<file path="src/hdl/sha1_pkg.sv">
// ============================================================================
// SHA-1 engine package
// Shared types, round constants and helper functions of the SHA-1 engine.
// ============================================================================
package sha1_pkg;

  localparam int unsigned BlkWords    = 16;
  localparam int unsigned NumRounds   = 80;
  localparam int unsigned DigestWords = 5;

  typedef logic [31:0] word_t;

  // Round constants, one per group of twenty rounds.
  localparam word_t KRound0 = 32'h5a82_7999;
  localparam word_t KRound1 = 32'h6ed9_eba1;
  localparam word_t KRound2 = 32'h8f1b_bcdc;
  localparam word_t KRound3 = 32'hca62_c1d6;

  // Initial chaining values H0 to H4.
  localparam word_t InitH [DigestWords] = '{
    32'h6745_2301, 32'hefcd_ab89, 32'h98ba_dcfe, 32'h1032_5476, 32'hc3d2_e1f0
  };

  // Padding marker as it appears when it opens a word.
  localparam word_t PadMarker = 32'h8000_0000;

  localparam logic [2:0] FullBytes = 3'd4;
  localparam logic [2:0] LastIdx   = 3'd4;

  // One message word after classification.
  typedef struct packed {
    word_t      word;       // data, already masked and marked on a short last word
    logic [2:0] nbytes;     // bytes that count toward the message length
    logic       last;       // final word of the message
    logic       mark_next;  // a full last word: the marker opens the next word
  } q_entry_t;

  typedef enum logic [2:0] {
    ST_FILL,
    ST_PAD,
    ST_ROUND,
    ST_FOLD,
    ST_EMIT
  } core_state_e;

  typedef struct packed {
    core_state_e state;
    logic [4:0]  fill;
  } core_stat_t;

  // Boolean function of the round group.
  function automatic word_t round_f(input logic [6:0] rnd, input word_t b,
                                    input word_t c, input word_t d);
    word_t f;
    if (rnd < 7'd20) begin
      f = (b & c) | (~b & d);
    end else if (rnd < 7'd40) begin
      f = b ^ c ^ d;
    end else if (rnd < 7'd60) begin
      f = (b & c) | (b & d) | (c & d);
    end else begin
      f = b ^ c ^ d;
    end
    return f;
  endfunction

  function automatic word_t round_k(input logic [6:0] rnd);
    word_t k;
    if (rnd < 7'd20) begin
      k = KRound0;
    end else if (rnd < 7'd40) begin
      k = KRound1;
    end else if (rnd < 7'd60) begin
      k = KRound2;
    end else begin
      k = KRound3;
    end
    return k;
  endfunction

endpackage

</file>
<file path="src/hdl/sha1_front.sv">
// ============================================================================
// SHA-1 input front end
// Takes message beats and classifies them: short last words are masked and
// get the padding marker, the length contribution is settled here.
// ============================================================================
module sha1_front (
  input  logic              s_axis_tvalid,
  output logic              s_axis_tready,
  input  logic [39:0]       s_axis_tdata,
  input  logic              s_axis_tlast,
  input  logic              q_full_i,
  output logic              push_o,
  output sha1_pkg::q_entry_t entry_o
);
  import sha1_pkg::*;

  logic [2:0] vb_sat;
  word_t      data;

  assign data          = s_axis_tdata[31:0];
  assign s_axis_tready = !q_full_i;
  assign push_o        = s_axis_tvalid && !q_full_i;

  // Counts above four are taken as four.
  assign vb_sat = (s_axis_tdata[34:32] > FullBytes) ? FullBytes : s_axis_tdata[34:32];

  always_comb begin
    entry_o.last      = s_axis_tlast;
    entry_o.nbytes    = FullBytes;
    entry_o.mark_next = 1'b0;
    entry_o.word      = data;
    if (s_axis_tlast) begin
      entry_o.nbytes    = vb_sat;
      entry_o.mark_next = (vb_sat == FullBytes);
      unique case (vb_sat)
        3'd0:    entry_o.word = PadMarker;
        3'd1:    entry_o.word = {data[31:24], 8'h80, 16'h0000};
        3'd2:    entry_o.word = {data[31:16], 8'h80, 8'h00};
        3'd3:    entry_o.word = {data[31:8], 8'h80};
        default: entry_o.word = data;
      endcase
    end
  end

endmodule

</file>
<file path="src/hdl/sha1_queue.sv">
// ============================================================================
// SHA-1 word queue
// Small FIFO of classified words between the front end and the core.
// ============================================================================
module sha1_queue #(
  parameter int unsigned Depth = 4
) (
  input  logic               clk_i,
  input  logic               rst_ni,
  input  logic               push_i,
  input  sha1_pkg::q_entry_t entry_i,
  input  logic               pop_i,
  output logic               valid_o,
  output sha1_pkg::q_entry_t entry_o,
  output logic               full_o
);
  import sha1_pkg::*;

  localparam int unsigned PtrW = (Depth > 1) ? $clog2(Depth) : 1;
  localparam int unsigned CntW = $clog2(Depth + 1);

  q_entry_t        mem_q [Depth];
  logic [PtrW-1:0] wr_ptr_q, rd_ptr_q;
  logic [CntW-1:0] count_q;
  logic            do_push, do_pop;

  assign full_o  = (count_q == CntW'(Depth));
  assign valid_o = (count_q != '0);
  assign entry_o = mem_q[rd_ptr_q];
  assign do_push = push_i && !full_o;
  assign do_pop  = pop_i && valid_o;

  always_ff @(posedge clk_i) begin
    if (do_push) begin
      mem_q[wr_ptr_q] <= entry_i;
    end
  end

  always_ff @(posedge clk_i or negedge rst_ni) begin
    if (!rst_ni) begin
      wr_ptr_q <= '0;
      rd_ptr_q <= '0;
      count_q  <= '0;
    end else begin
      if (do_push) begin
        wr_ptr_q <= (wr_ptr_q == PtrW'(Depth - 1)) ? '0 : wr_ptr_q + 1'b1;
      end
      if (do_pop) begin
        rd_ptr_q <= (rd_ptr_q == PtrW'(Depth - 1)) ? '0 : rd_ptr_q + 1'b1;
      end
      if (do_push && !do_pop) begin
        count_q <= count_q + 1'b1;
      end else if (do_pop && !do_push) begin
        count_q <= count_q - 1'b1;
      end
    end
  end

endmodule

</file>
<file path="src/hdl/sha1_core.sv">
// ============================================================================
// SHA-1 compression core
// Assembles blocks in a sliding message schedule, generates padding and the
// length words, runs one round per cycle and delivers the digest words.
// ============================================================================
module sha1_core (
  input  logic                 clk_i,
  input  logic                 rst_ni,
  input  logic                 q_valid_i,
  input  sha1_pkg::q_entry_t   q_entry_i,
  output logic                 q_pop_o,
  output logic                 out_valid_o,
  input  logic                 out_ready_i,
  output sha1_pkg::word_t      out_word_o,
  output logic [2:0]           out_idx_o,
  output logic                 out_last_o,
  output sha1_pkg::core_stat_t stat_o
);
  import sha1_pkg::*;

  core_state_e state_q, state_d;
  logic [4:0]  fill_q;
  logic [6:0]  rnd_q;
  logic [63:0] len_q;
  logic        pad_q, mark_q, lenhi_q, final_q;
  logic [2:0]  emit_idx_q;
  word_t       chain_q [DigestWords];
  word_t       w_q [BlkWords];
  word_t       a_q, b_q, c_q, d_q, e_q;
  logic        out_valid_q, out_last_q;
  word_t       out_word_q;
  logic [2:0]  out_idx_q;

  logic  pop, pad_shift, shift_en, round_en, fold, emit_load, enter_round;
  word_t pad_word, shift_word, sched, temp, xw;

  // Next-state logic.
  always_comb begin
    state_d = state_q;
    unique case (state_q)
      ST_FILL: begin
        if (q_valid_i) begin
          if (fill_q == 5'd15) begin
            state_d = ST_ROUND;
          end else if (q_entry_i.last) begin
            state_d = ST_PAD;
          end
        end
      end
      ST_PAD: begin
        if (fill_q == 5'd15) begin
          state_d = ST_ROUND;
        end
      end
      ST_ROUND: begin
        if (rnd_q == 7'(NumRounds - 1)) begin
          state_d = ST_FOLD;
        end
      end
      ST_FOLD: begin
        if (final_q) begin
          state_d = ST_EMIT;
        end else if (pad_q) begin
          state_d = ST_PAD;
        end else begin
          state_d = ST_FILL;
        end
      end
      ST_EMIT: begin
        if ((!out_valid_q || out_ready_i) && emit_idx_q == LastIdx) begin
          state_d = ST_FILL;
        end
      end
      default: state_d = ST_FILL;
    endcase
  end

  // Datapath strobes.
  always_comb begin
    pop       = (state_q == ST_FILL) && q_valid_i;
    pad_shift = (state_q == ST_PAD);
    round_en  = (state_q == ST_ROUND);
    fold      = (state_q == ST_FOLD);
    emit_load = (state_q == ST_EMIT) && (!out_valid_q || out_ready_i);
    priority if (mark_q) begin
      pad_word = PadMarker;
    end else if (fill_q == 5'd14) begin
      pad_word = len_q[63:32];
    end else if (fill_q == 5'd15 && lenhi_q) begin
      pad_word = len_q[31:0];
    end else begin
      pad_word = '0;
    end
    shift_en    = pop || pad_shift;
    shift_word  = pop ? q_entry_i.word : pad_word;
    enter_round = (state_q != ST_ROUND) && (state_d == ST_ROUND);
  end

  assign q_pop_o = pop;

  // Round datapath.
  assign xw    = w_q[13] ^ w_q[8] ^ w_q[2] ^ w_q[0];
  assign sched = {xw[30:0], xw[31]};
  assign temp  = {a_q[26:0], a_q[31:27]} + round_f(rnd_q, b_q, c_q, d_q) + e_q
               + round_k(rnd_q) + w_q[0];

  always_ff @(posedge clk_i) begin
    if (shift_en || round_en) begin
      for (int i = 0; i < BlkWords - 1; i++) begin
        w_q[i] <= w_q[i + 1];
      end
      w_q[BlkWords - 1] <= round_en ? sched : shift_word;
    end
    if (enter_round) begin
      a_q <= chain_q[0];
      b_q <= chain_q[1];
      c_q <= chain_q[2];
      d_q <= chain_q[3];
      e_q <= chain_q[4];
    end else if (round_en) begin
      a_q <= temp;
      b_q <= a_q;
      c_q <= {b_q[1:0], b_q[31:2]};
      d_q <= c_q;
      e_q <= d_q;
    end
    if (emit_load) begin
      out_word_q <= chain_q[emit_idx_q];
      out_idx_q  <= emit_idx_q;
      out_last_q <= (emit_idx_q == LastIdx);
    end
  end

  always_ff @(posedge clk_i or negedge rst_ni) begin
    if (!rst_ni) begin
      state_q     <= ST_FILL;
      fill_q      <= '0;
      rnd_q       <= '0;
      len_q       <= '0;
      pad_q       <= 1'b0;
      mark_q      <= 1'b0;
      lenhi_q     <= 1'b0;
      final_q     <= 1'b0;
      emit_idx_q  <= '0;
      out_valid_q <= 1'b0;
      for (int i = 0; i < DigestWords; i++) begin
        chain_q[i] <= InitH[i];
      end
    end else begin
      state_q <= state_d;
      if (shift_en) begin
        fill_q <= fill_q + 1'b1;
      end
      if (enter_round) begin
        rnd_q <= '0;
      end else if (round_en) begin
        rnd_q <= rnd_q + 1'b1;
      end
      if (pop) begin
        len_q <= len_q + {58'd0, q_entry_i.nbytes, 3'd0};
        if (q_entry_i.last) begin
          pad_q  <= 1'b1;
          mark_q <= q_entry_i.mark_next;
        end
      end
      if (pad_shift) begin
        if (mark_q) begin
          mark_q <= 1'b0;
        end else if (fill_q == 5'd14) begin
          lenhi_q <= 1'b1;
        end else if (fill_q == 5'd15 && lenhi_q) begin
          final_q <= 1'b1;
        end
      end
      if (fold) begin
        fill_q     <= '0;
        chain_q[0] <= chain_q[0] + a_q;
        chain_q[1] <= chain_q[1] + b_q;
        chain_q[2] <= chain_q[2] + c_q;
        chain_q[3] <= chain_q[3] + d_q;
        chain_q[4] <= chain_q[4] + e_q;
      end
      if (emit_load) begin
        out_valid_q <= 1'b1;
      end else if (out_ready_i) begin
        out_valid_q <= 1'b0;
      end
      if (emit_load) begin
        if (emit_idx_q == LastIdx) begin
          // Digest captured; start over for the next message.
          emit_idx_q <= '0;
          len_q      <= '0;
          pad_q      <= 1'b0;
          mark_q     <= 1'b0;
          lenhi_q    <= 1'b0;
          final_q    <= 1'b0;
          for (int i = 0; i < DigestWords; i++) begin
            chain_q[i] <= InitH[i];
          end
        end else begin
          emit_idx_q <= emit_idx_q + 1'b1;
        end
      end
    end
  end

  assign out_valid_o  = out_valid_q;
  assign out_word_o   = out_word_q;
  assign out_idx_o    = out_idx_q;
  assign out_last_o   = out_last_q;
  assign stat_o.state = state_q;
  assign stat_o.fill  = fill_q;

endmodule

</file>
<file path="src/hdl/sha1_hash_engine.sv">
// Each 64-byte block is filled word by word, then runs 80 rounds and a fold on
// the single shared round unit, and the core takes no words of a new block before the fold.
// With the core idle, the first digest beat follows the last message beat after
// the padding words and one or two compressions.
// Reset: asynchronous, active low; the chaining state returns to the initial
// values and the input queue empties. No clearing pass is needed.
// ============================================================================
// SHA-1 hash engine
// Streams a byte message in as big-endian 32-bit beats and streams the five
// digest words out after the beat marked last.
// ============================================================================
module sha1_hash_engine #(
  parameter int unsigned QueueDepth = 4  // words buffered ahead of the core, 2 to 16
) (
  input  logic        clk_i,
  input  logic        rst_ni,
  input  logic        s_axis_tvalid,
  output logic        s_axis_tready,
  input  logic [39:0] s_axis_tdata,   // [31:0] data_word, [34:32] valid_bytes, rest zero
  input  logic        s_axis_tlast,   // last_word
  output logic        m_axis_tvalid,
  input  logic        m_axis_tready,
  output logic [39:0] m_axis_tdata,   // [31:0] digest_word, [34:32] word_index, rest zero
  output logic        m_axis_tlast    // last_of_digest
);
  import sha1_pkg::*;

  // The front end masks and marks the last word and settles the length each
  // beat contributes; the queue lets it keep taking beats, until it is full,
  // while the core runs its rounds.
  logic       push, q_full, q_valid, q_pop;
  q_entry_t   push_entry, pop_entry;
  word_t      out_word;
  logic [2:0] out_idx;
  core_stat_t core_stat;

  sha1_front u_front (
    .s_axis_tvalid (s_axis_tvalid),
    .s_axis_tready (s_axis_tready),
    .s_axis_tdata  (s_axis_tdata),
    .s_axis_tlast  (s_axis_tlast),
    .q_full_i      (q_full),
    .push_o        (push),
    .entry_o       (push_entry)
  );

  sha1_queue #(
    .Depth (QueueDepth)
  ) u_queue (
    .clk_i   (clk_i),
    .rst_ni  (rst_ni),
    .push_i  (push),
    .entry_i (push_entry),
    .pop_i   (q_pop),
    .valid_o (q_valid),
    .entry_o (pop_entry),
    .full_o  (q_full)
  );

  // The core owns the block schedule, the round state and the output register,
  // so a stalled digest beat never blocks the queue from filling.
  sha1_core u_core (
    .clk_i       (clk_i),
    .rst_ni      (rst_ni),
    .q_valid_i   (q_valid),
    .q_entry_i   (pop_entry),
    .q_pop_o     (q_pop),
    .out_valid_o (m_axis_tvalid),
    .out_ready_i (m_axis_tready),
    .out_word_o  (out_word),
    .out_idx_o   (out_idx),
    .out_last_o  (m_axis_tlast),
    .stat_o      (core_stat)
  );

  assign m_axis_tdata = {5'd0, out_idx, out_word};

  // The block schedule never holds more than one block of words.
  assert property (@(posedge clk_i) disable iff (!rst_ni)
    core_stat.fill <= 5'd16)
    else $error("block fill count exceeds sixteen words");

  // Digest beats only follow a completed fold, which empties the block.
  assert property (@(posedge clk_i) disable iff (!rst_ni)
    core_stat.state == ST_EMIT |-> core_stat.fill == 5'd0)
    else $error("digest output started with a partial block");

  // The final digest beat carries the last word index.
  assert property (@(posedge clk_i) disable iff (!rst_ni)
    m_axis_tvalid && m_axis_tlast |-> m_axis_tdata[34:32] == LastIdx)
    else $error("last digest beat with wrong word index");

  // A new digest cannot follow directly after the final beat of one.
  assert property (@(posedge clk_i) disable iff (!rst_ni)
    m_axis_tvalid && m_axis_tready && m_axis_tlast |=> !m_axis_tvalid)
    else $error("digest beat right after the end of a digest");

endmodule
</file>
<file path="config.mk">
export PLATFORM = sky130hd
export DESIGN_NAME = sha1_hash_engine
export DESIGN_NICKNAME = d
export VERILOG_FILES = /design/src/hdl/sha1_pkg.sv /design/src/hdl/sha1_front.sv /design/src/hdl/sha1_queue.sv /design/src/hdl/sha1_core.sv /design/src/hdl/sha1_hash_engine.sv
export SDC_FILE = /design/constraint.sdc
export NUM_CORES = 2
export LEC_CHECK = 0
export CAP_MARGIN = 20
export CORE_MARGIN = 3
export CORE_UTILIZATION = 55
export DETAILED_ROUTE_END_ITERATION = 8
export DONT_BUFFER_PORTS = 1
export GPL_TIMING_DRIVEN = 0
export PLACE_DENSITY = 0.79
export SLEW_MARGIN = 20
export SYNTH_ARGS = -nofsm -noshare
export SYNTH_HDL_FRONTEND = slang
export SYNTH_HIERARCHICAL = 1
export SYNTH_SLANG_ARGS = --single-unit
</file>
<file path="constraint.sdc">
create_clock -name clk_i -period 14.8 [get_ports clk_i]
set_input_delay 0 -clock clk_i [delete_from_list [all_inputs] [get_ports clk_i]]
set_output_delay 0 -clock clk_i [all_outputs]
set_load 0.1 [all_outputs]
</file>
==> run summary <==
========================================================================================
DRC violation count after routing                                                      0
Outcome                                                                     complete, no violations
Count of mapped cells out of synthesis                                              4555
Final total negative setup slack                                                    0 ps
Number of buffer cells added on primary ports                                          0
CTS H-tree lvls                                                                        3
Fraction of the yosys area taken by sequential cells                               0.579
Maximum buffer depth of the clock tree                                                 3
Final RePlAce weighted congestion                                                   1.02
Final hold violation count                                                             0
Global-route total usage across every layer                                        0.297
Dpl hpwl                                                                       109000 um
Worst setup SP type                                                             register
Starting utilization of the core area                                              0.559
Net count reported at finish                                                        5114
CTS sink cnt                                                                        1107
Max-cap check violation count                                                          0
Arrival time of data at the critical path endpoint                               9100 ps
Post-CTS setup-driven buffer insertion count                                           0
Library cell used as clock root buffer                                      sky130_fd_sc_hd__clkbuf_16
Number of flops mapped to enable cells by yosys                                      856
Floorplan die height                                                              323 um
First-pass iteration count of the detailed router                                      6
Worst-path fanout max                                                                 10
Class of the tightest hold or removal check                                 input pin to register
Max-Slew Margin vs Limit                                                           0.142
Number of core rows                                                                  115
Fillers                                                                             7374
Worst skew pair latency                                                           740 ps
Post-synthesis area per instance                                               12.2 um^2
Setup repair after global routing missed its margin                                false
Met3 track utilization from global routing                                        0.0531
Routing layer with the top usage in global route                                    met2
Share of cells above drive strength 1                                             0.0836
Predominant post-synthesis flop cell                                        sky130_fd_sc_hd__edfxtp_1
Met1 Use GR                                                                        0.392
Wire length of the first global-routing pass                                   230000 um
Remaining global-route overflow                                                        0
Final setup violation count                                                            0
P&R area growth vs syn                                                             11.5%
Global-route met2 utilization                                                      0.466
R2R setup slack                                                                  6160 ps
Fraction of registers with async set/reset                                         0.227
Drt wl/cell                                                                      25.2 um
Total number of yosys warnings                                                         6
Crit path kind                                                              register to register
Post-synthesis sequential element count                                             1107
Initial antenna violation count                                                        2
Multi-input gate area in the final layout                                     21600 um^2
Kind of end point of the critical path                                          register
Horizontal die dimension                                                          323 um
Pin count of the biggest net entering global routing                                 252
Ports                                                                                 88
Total length of routed wires                                                   154000 um
Count of cell types in the netlist                                                    97
Post-Synthesis Cell Area                                                      55400 um^2
Max-slew violations                                                                    0
Setup skew after layout                                                          53.1 ps
CTS resizes                                                                            0
Detailed-route vias per instance                                                    6.20
Num CTS Buffers                                                                      110
Initial DRC Count                                                                   4509
Standard cell core area                                                       99100 um^2
Achievable clock frequency                                                       116 MHz
TritonCTS clock tree                                                                 yes
Remaining antenna violation count after routing                                        0
Vias                                                                               37.9k
Sequential cell area                                                          32100 um^2
CP required                                                                     15260 ps
Min cycle time layout                                                            8640 ps
Slew @ Worst Pin                                                                 1290 ps
Via count of the first global-routing pass                                         37.5k
Clock transition at the registers of the reported paths                            60 ps
Portion of the clock cycle consumed by the worst path in the final layout          0.584
Die footprint                                                                105000 um^2
========================================================================================
[registers in the layout, indices dropped and copies added, names as in the netlist]
register and count:
u_core/a_q 32, u_core/b_q 32, u_core/c_q 32, u_core/chain_q 160, u_core/d_q 32, u_core/e_q 32
u_core/emit_idx_q 3, u_core/fill_q 5, u_core/final_q 1, u_core/len_q 61, u_core/lenhi_q 1, u_core/mark_q 1
u_core/out_idx_o 3, u_core/out_last_o 1, u_core/out_valid_o 1, u_core/out_word_o 32, u_core/pad_q 1, u_core/rnd_q 7
u_core/state_q 3, u_core/w_q 512, u_queue/count_q 3, u_queue/mem_q 148, u_queue/rd_ptr_q 2, u_queue/wr_ptr_q 2
[synthesized netlist by cell type (all sizes together), types with 40 or more instances]
master / count / share of area
mux2i: 107 / 0.019
dfstp: 80 / 0.038
o21ai: 185 / 0.017
o211ai: 62 / 0.0084
nand3: 76 / 0.0072
nor3: 51 / 0.0047
dfrtp: 171 / 0.077
xnor2: 140 / 0.022
nand2: 649 / 0.044
nor2: 259 / 0.018
a21o: 82 / 0.011
a21oi: 328 / 0.030
inv: 266 / 0.018
edfxtp: 856 / 0.46
ha: 208 / 0.047
xor2: 163 / 0.026
fa: 127 / 0.046
nor2b: 40 / 0.0046
clkbuf: 142 / 0.0096
[per-layer routing]
layer / part of all wire / up-vias
met5: 0.00028 / -
met4: 0.068 / 6
met3: 0.088 / 476
met2: 0.46 / 2015
met1: 0.39 / 18600
li1: - / 16800
[worst paths after layout]
| path | startpoint | endpoint | cells past startpoint |
|---|---|---|---|
| worst max-delay path | u_core/rnd_q[4] | u_core/a_q[30] | 24 |
| worst min-delay path | s_axis_tdata[23] | u_queue/mem_q[3][28] | 2 |
| worst max register to register | u_core/rnd_q[4] | u_core/a_q[30] | 24 |
| worst min register to register | u_core/w_q[0][147] | u_core/w_q[0][115] | 0 |
| max in group asynchronous | rst_ni | u_core/len_q[29] | 5 |
| min in group asynchronous | rst_ni | u_core/chain_q[63] | 3 |
[kinds of logic (layout without fill, tap and decap cells)]
logic type      count (synthesis)  count (layout)  share of synthesized area
compound gates                948             948                      0.109
xor+xnor                      303             303                     0.0479
fa+ha+maj                     335             335                     0.0929
mux                           151             151                     0.0359
buf+inv                       440             712                     0.0314
flops                        1107            1107                      0.579
other cells                     1               6                  0.0000677
simple gates                 1270            1270                      0.104
[repair_timing]
| item | 4_1_cts | 5_1_grt |
|---|---|---|
| endpoints found under the setup margin | 0 | 0 |
| hold buffers | 42 | 1 |
| endpoints found under the hold margin | 433 | 7 |
[cell usage in the layout, fill, tap and decap left out, drive strengths merged, types with 12 or more instances in the layout]
cell           n
dfrtp        171
a31oi         16
clkbuf       288
xnor2        140
dfstp         80
mux2i        107
xor2         163
nor2         259
a211oi        35
nand3         76
o22ai         39
ha           208
a21oi        328
nor2b         40
o21bai        21
a21boi        13
clkinv        49
nor3          51
fa           127
a221o         35
and3          37
o211ai        62
and2          14
nor3b         12
inv          269
o21ai        185
dlygate4sd3   42
mux4          37
o31ai         14
nand2        649
nand4         26
edfxtp       856
buf           50
or3           22
nand2b        24
and2b         12
a221oi        24
o21a          22
a21o          82
[final cells by class]
class                   count  share of cell area
repair buffers             63              0.0153
inverters                 269              0.0165
clock buffers             146              0.0496
well taps                1287              0.0261
multi-input cells        3012               0.350
flip-flops and latches   1107               0.520
diodes                      1           0.0000405
clock inverters            63              0.0106
plain buffers             171              0.0121
[per-stage QoR]
step / hold WS [ps] / instances / cell area [um^2] / setup WS (ps) / util
global placement: -278 / 5846 / 57000 / -3690 / 0.575
floorplan: -296 / 4559 / 55400 / 897 / -
CTS: 34.1 / 6114 / 61600 / 6300 / 0.622
finish: 90.9 / 6119 / 61700 / 6160 / 0.623
detailed placement: -272 / 5863 / 57500 / 6380 / 0.580
global route: 70.1 / 6118 / 61700 / 5760 / 0.623
[critical path, cell delays in order, from the launching register on]
cell                        delay (ps)
sky130_fd_sc_hd__dfrtp_1           350
sky130_fd_sc_hd__clkbuf_1          200
sky130_fd_sc_hd__a41oi_1           530
sky130_fd_sc_hd__nand2_1           550
sky130_fd_sc_hd__nand2_1           510
sky130_fd_sc_hd__clkinv_1          420
sky130_fd_sc_hd__clkbuf_1          530
sky130_fd_sc_hd__a221oi_1          740
sky130_fd_sc_hd__fa_1              570
sky130_fd_sc_hd__inv_1             100
sky130_fd_sc_hd__fa_1              420
sky130_fd_sc_hd__inv_1              80
sky130_fd_sc_hd__fa_1              420
sky130_fd_sc_hd__inv_1              80
sky130_fd_sc_hd__ha_1              260
sky130_fd_sc_hd__a21oi_1           230
sky130_fd_sc_hd__nor2b_1           160
sky130_fd_sc_hd__o21ai_0           150
sky130_fd_sc_hd__a41oi_1           650
sky130_fd_sc_hd__o211ai_1          220
sky130_fd_sc_hd__a211oi_1          360
sky130_fd_sc_hd__o2111ai_1         280
sky130_fd_sc_hd__o31ai_1           320
sky130_fd_sc_hd__xor2_1            180
sky130_fd_sc_hd__o21ai_0            80
Power is left out: the tool's default activity adds up to more than one toggle a clock period on the data nets, which glitch-free logic cannot reach.
